File: src/rtl/core/ism_pkg.sv
package ism_pkg;

    // Configuration register indexes
    localparam logic [1:0] CFG_SLICE_WIDTH   = 2'd0;
    localparam logic [1:0] CFG_SLICE_HEIGHT  = 2'd1;
    localparam logic [1:0] CFG_CENTER_WEIGHT = 2'd2;

    // Fixed field widths
    localparam int PIX_W = 16;
    localparam int DIM_W = 6;
    localparam int WGT_W = 8;
    localparam int POS_W = 5;
    localparam int MAG_W = 24;
    localparam int DVS_W = WGT_W + 1;

    // Dimension limits
    localparam logic [DIM_W-1:0] DIM_MIN    = 6'd3;
    localparam logic [DIM_W-1:0] HEIGHT_MAX = 6'd32;
    localparam logic [DVS_W-1:0] NEIGH_SUM  = 9'd8;

    // Divider request
    typedef struct packed {
        logic             start;
        logic             neg;
        logic [MAG_W-1:0] mag;
        logic [DVS_W-1:0] divisor;
    } div_req_t;

endpackage

File: src/rtl/core/ism_div.sv
module ism_div (
    input  logic                          aclk,
    input  logic                          aresetn,
    input  ism_pkg::div_req_t             req,
    output logic                          done,
    output logic signed [ism_pkg::PIX_W-1:0] quotient
);
    import ism_pkg::*;

    logic             busy_reg, busy_next;
    logic             done_reg, done_next;
    logic [4:0]       cnt_reg, cnt_next;
    logic [DVS_W-1:0] rem_reg, rem_next;
    logic [MAG_W-1:0] quot_reg, quot_next;
    logic [DVS_W-1:0] dvs_reg, dvs_next;
    logic             neg_reg, neg_next;
    logic [DVS_W:0]   trial;
    logic [DVS_W:0]   diff;
    logic             ge;

    // One restoring step per cycle
    always_comb begin
        trial = {rem_reg, quot_reg[MAG_W-1]};
        diff  = trial - {1'b0, dvs_reg};
        ge    = (trial >= {1'b0, dvs_reg});
        busy_next = busy_reg;
        done_next = 1'b0;
        cnt_next  = cnt_reg;
        rem_next  = rem_reg;
        quot_next = quot_reg;
        dvs_next  = dvs_reg;
        neg_next  = neg_reg;
        if (req.start) begin
            busy_next = 1'b1;
            cnt_next  = 5'(MAG_W);
            rem_next  = '0;
            quot_next = req.mag;
            dvs_next  = req.divisor;
            neg_next  = req.neg;
        end else if (busy_reg) begin
            rem_next  = ge ? diff[DVS_W-1:0] : trial[DVS_W-1:0];
            quot_next = {quot_reg[MAG_W-2:0], ge};
            cnt_next  = cnt_reg - 5'd1;
            if (cnt_reg == 5'd1) begin
                busy_next = 1'b0;
                done_next = 1'b1;
            end
        end
    end

    always_ff @(posedge aclk) begin
        if (!aresetn) begin
            busy_reg <= 1'b0;
            done_reg <= 1'b0;
            cnt_reg  <= '0;
        end else begin
            busy_reg <= busy_next;
            done_reg <= done_next;
            cnt_reg  <= cnt_next;
        end
        rem_reg  <= rem_next;
        quot_reg <= quot_next;
        dvs_reg  <= dvs_next;
        neg_reg  <= neg_next;
    end

    // Sign and saturate the quotient
    always_comb begin
        if (neg_reg) begin
            if (quot_reg > 24'd32768) quotient = -16'sd32768;
            else quotient = $signed(16'(~quot_reg[PIX_W-1:0] + 16'd1));
        end else begin
            if (quot_reg > 24'd32767) quotient = 16'sd32767;
            else quotient = $signed(quot_reg[PIX_W-1:0]);
        end
    end

    assign done = done_reg;

endmodule

File: src/rtl/core/inplace_weighted_3x3_smoother.sv
// An item that does not end a row is written to the row memory as it is taken.
// An item ending a row after the first emits the previous row: the window is primed, then
// each border pixel passes header, 4 memory reads, result and handshake, and interior
// pixels add multiply/add and the one-bit-per-step divider; the last column skips the reads.
// Final row flushed by a read and a result per pixel; one item in work at a time, stalls hold it.
// Reset (aresetn low, synchronous) restores registers 32/32/8 and slice position 0.
module inplace_weighted_3x3_smoother #(
    parameter int MAX_WIDTH = 32
) (
    input  logic                               aclk,
    input  logic                               aresetn,
    input  logic                               cfg_valid,
    output logic                               cfg_ready,
    input  logic [1:0]                         cfg_index,
    input  logic [ism_pkg::WGT_W-1:0]          cfg_data,
    input  logic                               s_valid,
    output logic                               s_ready,
    input  logic signed [ism_pkg::PIX_W-1:0]   s_pixel_in,
    output logic                               m_valid,
    input  logic                               m_ready,
    output logic signed [ism_pkg::PIX_W-1:0]   m_pixel_out,
    output logic [ism_pkg::POS_W-1:0]          m_out_row,
    output logic [ism_pkg::POS_W-1:0]          m_out_col,
    output logic                               m_last_of_run
);
    import ism_pkg::*;

    localparam int COL_W = $clog2(MAX_WIDTH);
    localparam int K_W   = COL_W + 1;
    localparam int ADR_W = COL_W + 2;
    localparam int DEPTH = 4 * MAX_WIDTH;
    localparam logic [DIM_W-1:0] MAX_W6 = DIM_W'(MAX_WIDTH);

    localparam logic [3:0] S_IN   = 4'd0;
    localparam logic [3:0] S_HEAD = 4'd1;
    localparam logic [3:0] S_RD0  = 4'd2;
    localparam logic [3:0] S_RD1  = 4'd3;
    localparam logic [3:0] S_RD2  = 4'd4;
    localparam logic [3:0] S_RD3  = 4'd5;
    localparam logic [3:0] S_CALC = 4'd6;
    localparam logic [3:0] S_MUL  = 4'd7;
    localparam logic [3:0] S_DST  = 4'd8;
    localparam logic [3:0] S_DIV  = 4'd9;
    localparam logic [3:0] S_EMIT = 4'd10;
    localparam logic [3:0] S_FR0  = 4'd11;
    localparam logic [3:0] S_FR1  = 4'd12;
    localparam logic [3:0] S_FEM  = 4'd13;

    // Configuration registers
    logic [DIM_W-1:0] cfg_w_reg, cfg_h_reg;
    logic [WGT_W-1:0] cfg_wt_reg;
    // Per-slice settings
    logic [DIM_W-1:0] use_w_reg, use_h_reg;
    logic [WGT_W-1:0] use_wt_reg;

    logic [3:0]       state_reg;
    logic [COL_W-1:0] col_reg;
    logic [POS_W-1:0] row_reg;
    logic [K_W-1:0]   k_reg;
    logic [1:0]       sa_reg, sm_reg, si_reg;

    // Window registers
    logic signed [PIX_W-1:0] a0_reg, a1_reg, a2_reg;
    logic signed [PIX_W-1:0] i0_reg, i1_reg, i2_reg;
    logic signed [PIX_W-1:0] m1_reg, m2_reg, left_reg;
    logic signed [24:0]      prod_reg;
    logic signed [18:0]      sum_reg;
    logic signed [25:0]      acc_reg;

    logic signed [PIX_W-1:0] out_pix_reg;
    logic [POS_W-1:0]        out_row_reg, out_col_reg;
    logic                    out_last_reg;

    // Row memory: three row slots addressed {slot, column}
    logic [PIX_W-1:0] mem [DEPTH];
    logic [PIX_W-1:0] rdata_reg;
    logic [ADR_W-1:0] raddr, waddr;
    logic             we;
    logic [PIX_W-1:0] wdata;

    div_req_t                div_req;
    logic                    div_done;
    logic signed [PIX_W-1:0] div_q;

    logic             first_px, row_end, last_row, in_acc, out_acc;
    logic [DIM_W-1:0] cw_clamp, ch_clamp, eff_w;
    logic [K_W-1:0]   c_k;
    logic [COL_W-1:0] kc, cc;
    logic             c_last, border;

    assign cfg_ready = 1'b1;
    assign s_ready   = (state_reg == S_IN);
    assign m_valid   = (state_reg == S_EMIT) || (state_reg == S_FEM);
    assign in_acc    = s_valid && s_ready;
    assign out_acc   = m_valid && m_ready;

    // Clamp configured dimensions
    always_comb begin
        cw_clamp = (cfg_w_reg < DIM_MIN) ? DIM_MIN : (cfg_w_reg > MAX_W6) ? MAX_W6 : cfg_w_reg;
        ch_clamp = (cfg_h_reg < DIM_MIN) ? DIM_MIN :
                   (cfg_h_reg > HEIGHT_MAX) ? HEIGHT_MAX : cfg_h_reg;
    end

    assign first_px = (col_reg == '0) && (row_reg == '0);
    assign eff_w    = first_px ? cw_clamp : use_w_reg;
    assign row_end  = (DIM_W'(col_reg) + 6'd1) >= eff_w;
    assign last_row = (DIM_W'(row_reg) + 6'd1) >= use_h_reg;
    assign kc       = k_reg[COL_W-1:0];
    assign c_k      = k_reg - K_W'(1);
    assign cc       = c_k[COL_W-1:0];
    assign c_last   = (DIM_W'(k_reg) == use_w_reg);
    assign border   = (row_reg == 5'd1) || (c_k == '0) || c_last;

    // Memory port selection
    always_comb begin
        case (state_reg)
            S_RD0:   raddr = {sa_reg, kc};
            S_RD1:   raddr = {sm_reg, kc};
            S_RD2:   raddr = {si_reg, kc};
            default: raddr = {si_reg, kc};
        endcase
        we    = 1'b0;
        waddr = {si_reg, col_reg};
        wdata = s_pixel_in;
        if (in_acc) begin
            we = 1'b1;
        end else if ((state_reg == S_EMIT) && out_acc) begin
            we    = 1'b1;
            waddr = {sm_reg, cc};
            wdata = out_pix_reg;
        end
    end

    always_ff @(posedge aclk) begin
        if (we) mem[waddr] <= wdata;
        rdata_reg <= mem[raddr];
    end

    // Divider request
    always_comb begin
        div_req.start   = (state_reg == S_DST);
        div_req.neg     = acc_reg[25];
        div_req.mag     = acc_reg[25] ? 24'(-acc_reg) : acc_reg[MAG_W-1:0];
        div_req.divisor = {1'b0, use_wt_reg} + NEIGH_SUM;
    end

    ism_div u_div (
        .aclk     (aclk),
        .aresetn  (aresetn),
        .req      (div_req),
        .done     (div_done),
        .quotient (div_q)
    );

    // Configuration writes
    always_ff @(posedge aclk) begin
        if (!aresetn) begin
            cfg_w_reg  <= 6'd32;
            cfg_h_reg  <= 6'd32;
            cfg_wt_reg <= 8'd8;
        end else if (cfg_valid && cfg_ready) begin
            case (cfg_index)
                CFG_SLICE_WIDTH:   cfg_w_reg  <= cfg_data[DIM_W-1:0];
                CFG_SLICE_HEIGHT:  cfg_h_reg  <= cfg_data[DIM_W-1:0];
                CFG_CENTER_WEIGHT: cfg_wt_reg <= cfg_data;
                default: ;
            endcase
        end
    end

    // Sequencer
    always_ff @(posedge aclk) begin
        if (!aresetn) begin
            state_reg  <= S_IN;
            col_reg    <= '0;
            row_reg    <= '0;
            k_reg      <= '0;
            sa_reg     <= 2'd0;
            sm_reg     <= 2'd1;
            si_reg     <= 2'd2;
            use_w_reg  <= MAX_W6;
            use_h_reg  <= 6'd32;
            use_wt_reg <= 8'd8;
        end else begin
            case (state_reg)
                S_IN: begin
                    if (in_acc) begin
                        if (first_px) begin
                            use_w_reg  <= cw_clamp;
                            use_h_reg  <= ch_clamp;
                            use_wt_reg <= cfg_wt_reg;
                        end
                        if (!row_end) begin
                            col_reg <= col_reg + COL_W'(1);
                        end else begin
                            col_reg <= '0;
                            if (row_reg != '0) begin
                                k_reg     <= '0;
                                state_reg <= S_HEAD;
                            end else begin
                                sm_reg  <= si_reg;
                                si_reg  <= sm_reg;
                                row_reg <= row_reg + 5'd1;
                            end
                        end
                    end
                end
                S_HEAD: state_reg <= c_last ? S_CALC : S_RD0;
                S_RD0:  state_reg <= S_RD1;
                S_RD1:  state_reg <= S_RD2;
                S_RD2:  state_reg <= S_RD3;
                S_RD3:  state_reg <= S_CALC;
                S_CALC: begin
                    if (k_reg == '0) begin
                        k_reg     <= K_W'(1);
                        state_reg <= S_HEAD;
                    end else begin
                        state_reg <= border ? S_EMIT : S_MUL;
                    end
                end
                S_MUL: state_reg <= S_DST;
                S_DST: state_reg <= S_DIV;
                S_DIV: if (div_done) state_reg <= S_EMIT;
                S_EMIT: begin
                    if (m_ready) begin
                        k_reg <= k_reg + K_W'(1);
                        if (!c_last) begin
                            state_reg <= S_HEAD;
                        end else if (last_row) begin
                            k_reg     <= '0;
                            state_reg <= S_FR0;
                        end else begin
                            sa_reg    <= sm_reg;
                            sm_reg    <= si_reg;
                            si_reg    <= sa_reg;
                            row_reg   <= row_reg + 5'd1;
                            state_reg <= S_IN;
                        end
                    end
                end
                S_FR0: state_reg <= S_FR1;
                S_FR1: state_reg <= S_FEM;
                S_FEM: begin
                    if (m_ready) begin
                        k_reg <= k_reg + K_W'(1);
                        if (DIM_W'(k_reg) + 6'd1 == use_w_reg) begin
                            row_reg   <= '0;
                            state_reg <= S_IN;
                        end else begin
                            state_reg <= S_FR0;
                        end
                    end
                end
                default: state_reg <= S_IN;
            endcase
        end
    end

    // Datapath: window, arithmetic and result registers
    always_ff @(posedge aclk) begin
        case (state_reg)
            S_RD1: a2_reg <= $signed(rdata_reg);
            S_RD2: m2_reg <= $signed(rdata_reg);
            S_RD3: i2_reg <= $signed(rdata_reg);
            S_CALC: begin
                if (k_reg == '0) begin
                    a1_reg <= a2_reg;
                    m1_reg <= m2_reg;
                    i1_reg <= i2_reg;
                end else begin
                    out_pix_reg  <= m1_reg;
                    out_row_reg  <= row_reg - 5'd1;
                    out_col_reg  <= POS_W'(cc);
                    out_last_reg <= c_last && !last_row;
                    prod_reg     <= 25'(m1_reg) * 25'($signed({1'b0, use_wt_reg}));
                    sum_reg      <= 19'(a0_reg) + 19'(a1_reg) + 19'(a2_reg) + 19'(left_reg)
                                  + 19'(m2_reg) + 19'(i0_reg) + 19'(i1_reg) + 19'(i2_reg);
                end
            end
            S_MUL: acc_reg <= 26'(prod_reg) + 26'(sum_reg);
            S_DIV: if (div_done) out_pix_reg <= div_q;
            S_EMIT: begin
                if (m_ready) begin
                    a0_reg   <= a1_reg;
                    a1_reg   <= a2_reg;
                    m1_reg   <= m2_reg;
                    i0_reg   <= i1_reg;
                    i1_reg   <= i2_reg;
                    left_reg <= out_pix_reg;
                end
            end
            S_FR1: begin
                out_pix_reg  <= $signed(rdata_reg);
                out_row_reg  <= row_reg;
                out_col_reg  <= POS_W'(kc);
                out_last_reg <= (DIM_W'(k_reg) + 6'd1 == use_w_reg);
            end
            default: ;
        endcase
    end

    assign m_pixel_out   = out_pix_reg;
    assign m_out_row     = out_row_reg;
    assign m_out_col     = out_col_reg;
    assign m_last_of_run = out_last_reg;

endmodule

File: config.mk
export PLATFORM = sky130hd
export DESIGN_NAME = inplace_weighted_3x3_smoother
export DESIGN_NICKNAME = d
export VERILOG_FILES = /design/src/rtl/core/ism_pkg.sv /design/src/rtl/core/ism_div.sv /design/src/rtl/core/inplace_weighted_3x3_smoother.sv
export SDC_FILE = /design/constraint.sdc
export NUM_CORES = 2
export LEC_CHECK = 0
export ABC_CLOCK_PERIOD_IN_PS = 12000
export BUFFER_PORTS_ARGS = -buffer_cell sky130_fd_sc_hd__buf_4
export CORE_ASPECT_RATIO = 1.4
export CORE_UTILIZATION = 55
export CTS_BUF_LIST = sky130_fd_sc_hd__clkbuf_16
export DETAILED_ROUTE_END_ITERATION = 7
export GPL_ROUTABILITY_DRIVEN = 0
export MAX_ROUTING_LAYER = met4
export PLACE_DENSITY = 0.71
export SYNTH_ARGS = -nofsm -noshare
export SYNTH_HDL_FRONTEND = slang
export SYNTH_SLANG_ARGS = --single-unit
File: constraint.sdc
create_clock -name aclk -period 12 [get_ports aclk]
set_clock_uncertainty 0.05 [all_clocks]
set_input_delay 1.2 -clock aclk [delete_from_list [all_inputs] [get_ports aclk]]
set_output_delay 1.2 -clock aclk [all_outputs]
set_load 0.02 [all_outputs]
==> metrics list <==
- DIE AREA: ~0.19 mm2
- The min-delay analysis places its worst path in the category flop to flop.
* Number of cells traversed by the worst hold path: 0
* RSZ-0062 raised after global routing: false
- The setup check on the worst reg-to-reg path leaves a slack of 6.09 ns.
- Most frequent cell on the critical path: fa_1
- Summing every instance area after synthesis gives between 0.1 and 0.15 mm2.
- Post-Syn Instances: 5465
* Result of the run: complete, no violations
- Share of the clock period used by the worst path: 49.2%
- The worst hold path begins at a2_reg[5].
* Yosys synthesis warning count: 0
* Yosys top cell by area: edfxtp_1
- Number of enable flip-flop cells after synthesis: approximately 2300
* Row Count: 187
- Post-placement worst setup slack: 6.07 ns
* Synth-to-layout area growth: 11.1%
* Crit. End Element: flop
- When the netlist entered floorplanning its net count stood at 5827.
- Setup violations remaining at the end of the flow were counted as 0.
* Pre-antenna DRT Iters: 6
- Adder-Cell Fraction of Synth Area: 5.52%
* Worst-skew pair later-pin latency: about 0.87 ns
- Overall power consumption: approximately 20 mW
* Xor and xnor area share after synthesis: 1.02%
- The portion of synthesized area spent on multiplexers is 14.9%.
- The critical path contains buffers and inverters numbering 3 combined.
* Number of cells upsized or downsized after cts: 0
- The tool flagged a number of max-cap violations equal to 0.
* Power density of the placed cells: 175 mW/mm2
- Leading cell type in the layout, fill and taps excluded: edfxtp_1
- Library cell contributing the largest single delay on the critical path: dfxtp_1
- Antenna violations before repair: 9
* Dominant cells by area after synthesis: edfxtp_1 68%, mux4_2 14%, fa_1 4.0%, dfxtp_1 1.9%, ha_1 1.6%
* Number of distinct library cells after synthesis: 77
* Max reg flops: 2048
* Largest driver fanout on the critical path: 18
- The first global-routing pass estimated 372000 um of wire.
- The H-tree generated during clock tree synthesis spans 4 levels.
- Grouping stages by cell kind, the critical path spends the most delay in adder cells.
* Most frequent cells in the layout: 2322 x edfxtp_1, 652 x mux4_2, 398 x inv_1
- Summed over all cells, the static leakage comes to 37.6 nW.
* Yosys reg bits: 2420
- For this run, asynchronously set or reset flops after synthesis account for 0%.
- Starting DRT DRC Count: ~5700
* Chip width: 367 um
- The floorplan step defined a core boundary enclosing 0.185 mm2.
- The number of global-route vias before repair is 53600.
* Nets: 6056
- Data on the critical path is required at its endpoint by 12.56 ns.
- TritonCTS built the clock tree.
- IO buf count: 59
- Post-CTS Hold Fix Bufs: 0
* Vias per inst: 6.29
- Compound-gate portion of the synthesized area: 2.47%
- For the pin with the worst max-slew slack, the measured transition is roughly 1.3 ns.
- For this run, the top clock speed supported by timing is about 0.17 GHz.
- In this run the deepest clock path goes through 3 buffers.
- For the worst setup path, the data arrival time is 6.46 ns.
* Minimum period implied by the final worst setup slack: 5.91 ns
- Slowest stage delay, CP: 0.75 ns
- Dividing the detail-routed wire length by the instance count gives around 31 um.
- After Yosys synthesis, and, or, nand and nor cells account for around 3.9% of the synthesized area.
- The tree built by TritonCTS fans out to ~2400 sinks.
* Slew Limit Fails: 0
- Remaining global-route overflow: 0
- Height of the die: 513 um
- DRC errors left: 0
- Critical setup path kind: flop to flop
- Clock-pin slew on the worst setup and hold paths: 0.07 ns
- The average instance in the mapped netlist occupies 18.8 um2.
- In this run the remaining antenna-violating nets after routing total 0.
- In this run the clock root is driven by a clkbuf_16.
* Routed wire length: 258000 um
- Final TNS setup: 0 ns
- Entering global routing, the biggest net connects 131 pins.
- For this block, the via count after detailed routing is 52500.
* Setup crit start kind: flop
- R2R Path Start: use_wt_reg[0]
- By area, the combinational part of the netlist is dominated by multiplexers.
- Once the floorplan was initialized, standard cells occupied a little under three fifths of the core.
- Fin worst setup slack: slightly above 6 ns
- The number of clock buffers added by TritonCTS is 213.
* Peak supply drop: 0.000172 V
* Relative slew slack: 10.5%
- All-Layer GR Usage: 28.6%
* Placed wire-length estimate: 162000 um
* Most used flip-flop cell after synthesis: edfxtp_1
- After filler insertion, the fill cell instance count of the layout stands at 13000.
* Ratio of cells with drive above 1 in the final layout: 22.1%
- The worst register-to-register path has a depth of 18.
- In this run the count of I/O pins placed on the die edge is about 60.
- The worst hold path terminates at a1_reg[5].
* Destination of the worst register-to-register timing path: prod_reg[24]
* Buffer count from post-CTS setup fixing: 0
* Critical path cell sequence: nand2_1, fa_1, inv_1, fa_1, inv_1, fa_1, fa_1, inv_1, ha_1, a211oi_1, o21ai_1, a21oi_1, o21ai_1, a211oi_1, nor2b_1, a311o_1, a21oi_1, xnor2_1
- The share of synthesized area in the top cell type comes to 67.9%.
- Worst hold slack: 0.394 ns
* Hold Fails Final Rpt: 0
- Register area share after synthesis: between 60 and 70%
[Yosys cell counts (all sizes together), types with 31 or more instances]
cell type,number
a21o,31
a21oi,114
and2,77
buf,107
clkbuf,135
dfxtp,98
edfxtp,2322
fa,203
ha,128
inv,365
mux2i,46
mux4,652
nand2,296
nand2b,42
nand3,56
nor2,259
nor3,37
o21ai,125
xnor2,76
xor2,44
[final cells by class]
| cell class | instances | area, um2 | share of cell area, % |
|---|---|---|---|
| timing repair buffer | 256 | 1960 | 1.72 |
| clock buffer | 216 | 5410 | 4.74 |
| multi-input combinational | 2438 | 28700 | 25.2 |
| inverter | 365 | 1380 | 1.21 |
| antenna | 11 | 27.5 | 0.0241 |
| tap | 2457 | 3070 | 2.70 |
| sequential | 2420 | 71700 | 62.9 |
| clock inverter | 187 | 1780 | 1.56 |
[per-stage QoR]
stage	cell area [um2]	cells	util (%)
final	114000	8350	61.5
after global routing	114000	8347	61.5
after CTS	114000	8339	61.5
after detailed placement	107000	7936	57.6
after global placement	107000	7936	57.6
after floorplan	103000	5465	-
[worst register-to-register path, delay by kind of cell, from the launching register on]
family,cells,cell delay [ns]
xor+xnor,1,0.09
fa+ha+maj,5,2.31
simple gates,2,0.28
flops,1,0.75
buf+inv,3,0.16
compound gates,7,2.04
[worst max path at each step]
stage             startpoint           end  slack (ns)  cells past startpoint
2_1_floorplan        m_ready    mem[0][10]        6.44                      6
3_3_place_gp   use_wt_reg[0]  prod_reg[24]        6.18                     19
3_5_place_dp   use_wt_reg[0]  prod_reg[24]        6.07                     18
4_1_cts        use_wt_reg[0]  prod_reg[24]        6.08                     18
5_1_grt        use_wt_reg[1]  prod_reg[24]        5.73                     18
6_report       use_wt_reg[0]  prod_reg[24]        6.09                     18
[power breakdown]
group	total [mW]	leakage, nW	internal, mW	switching, mW
combinational	2.90	12.3	1.05	1.86
clock	7.04	3.64	3.93	3.11
sequential	9.98	21.7	9.70	0.272
total	19.9	37.6	14.7	5.24
[kinds of logic after synthesis]
| family | Yosys count |
|---|---|
| other | 1 |
| AND/OR/NAND/NOR | 863 |
| multiplexers | 712 |
| XOR/XNOR | 120 |
| buffers and inverters | 607 |
| AO/OA/AOI/OAI | 411 |
| adder cells (fa/ha/maj) | 331 |
| flip-flops | 2420 |
[layer usage]
| layer | share of wire [%] | vias to the layer above | track usage, % |
|---|---|---|---|
| li1 | - | 21800 | - |
| met1 | 35 | 27700 | 33.4 |
| met2 | 53 | 2415 | 49.1 |
| met3 | 7.1 | 566 | 3.84 |
| met4 | 5.5 | 0 | 13.4 |
| met5 | 0 | - | - |
Note: power is estimated with default switching activity, not from simulation.
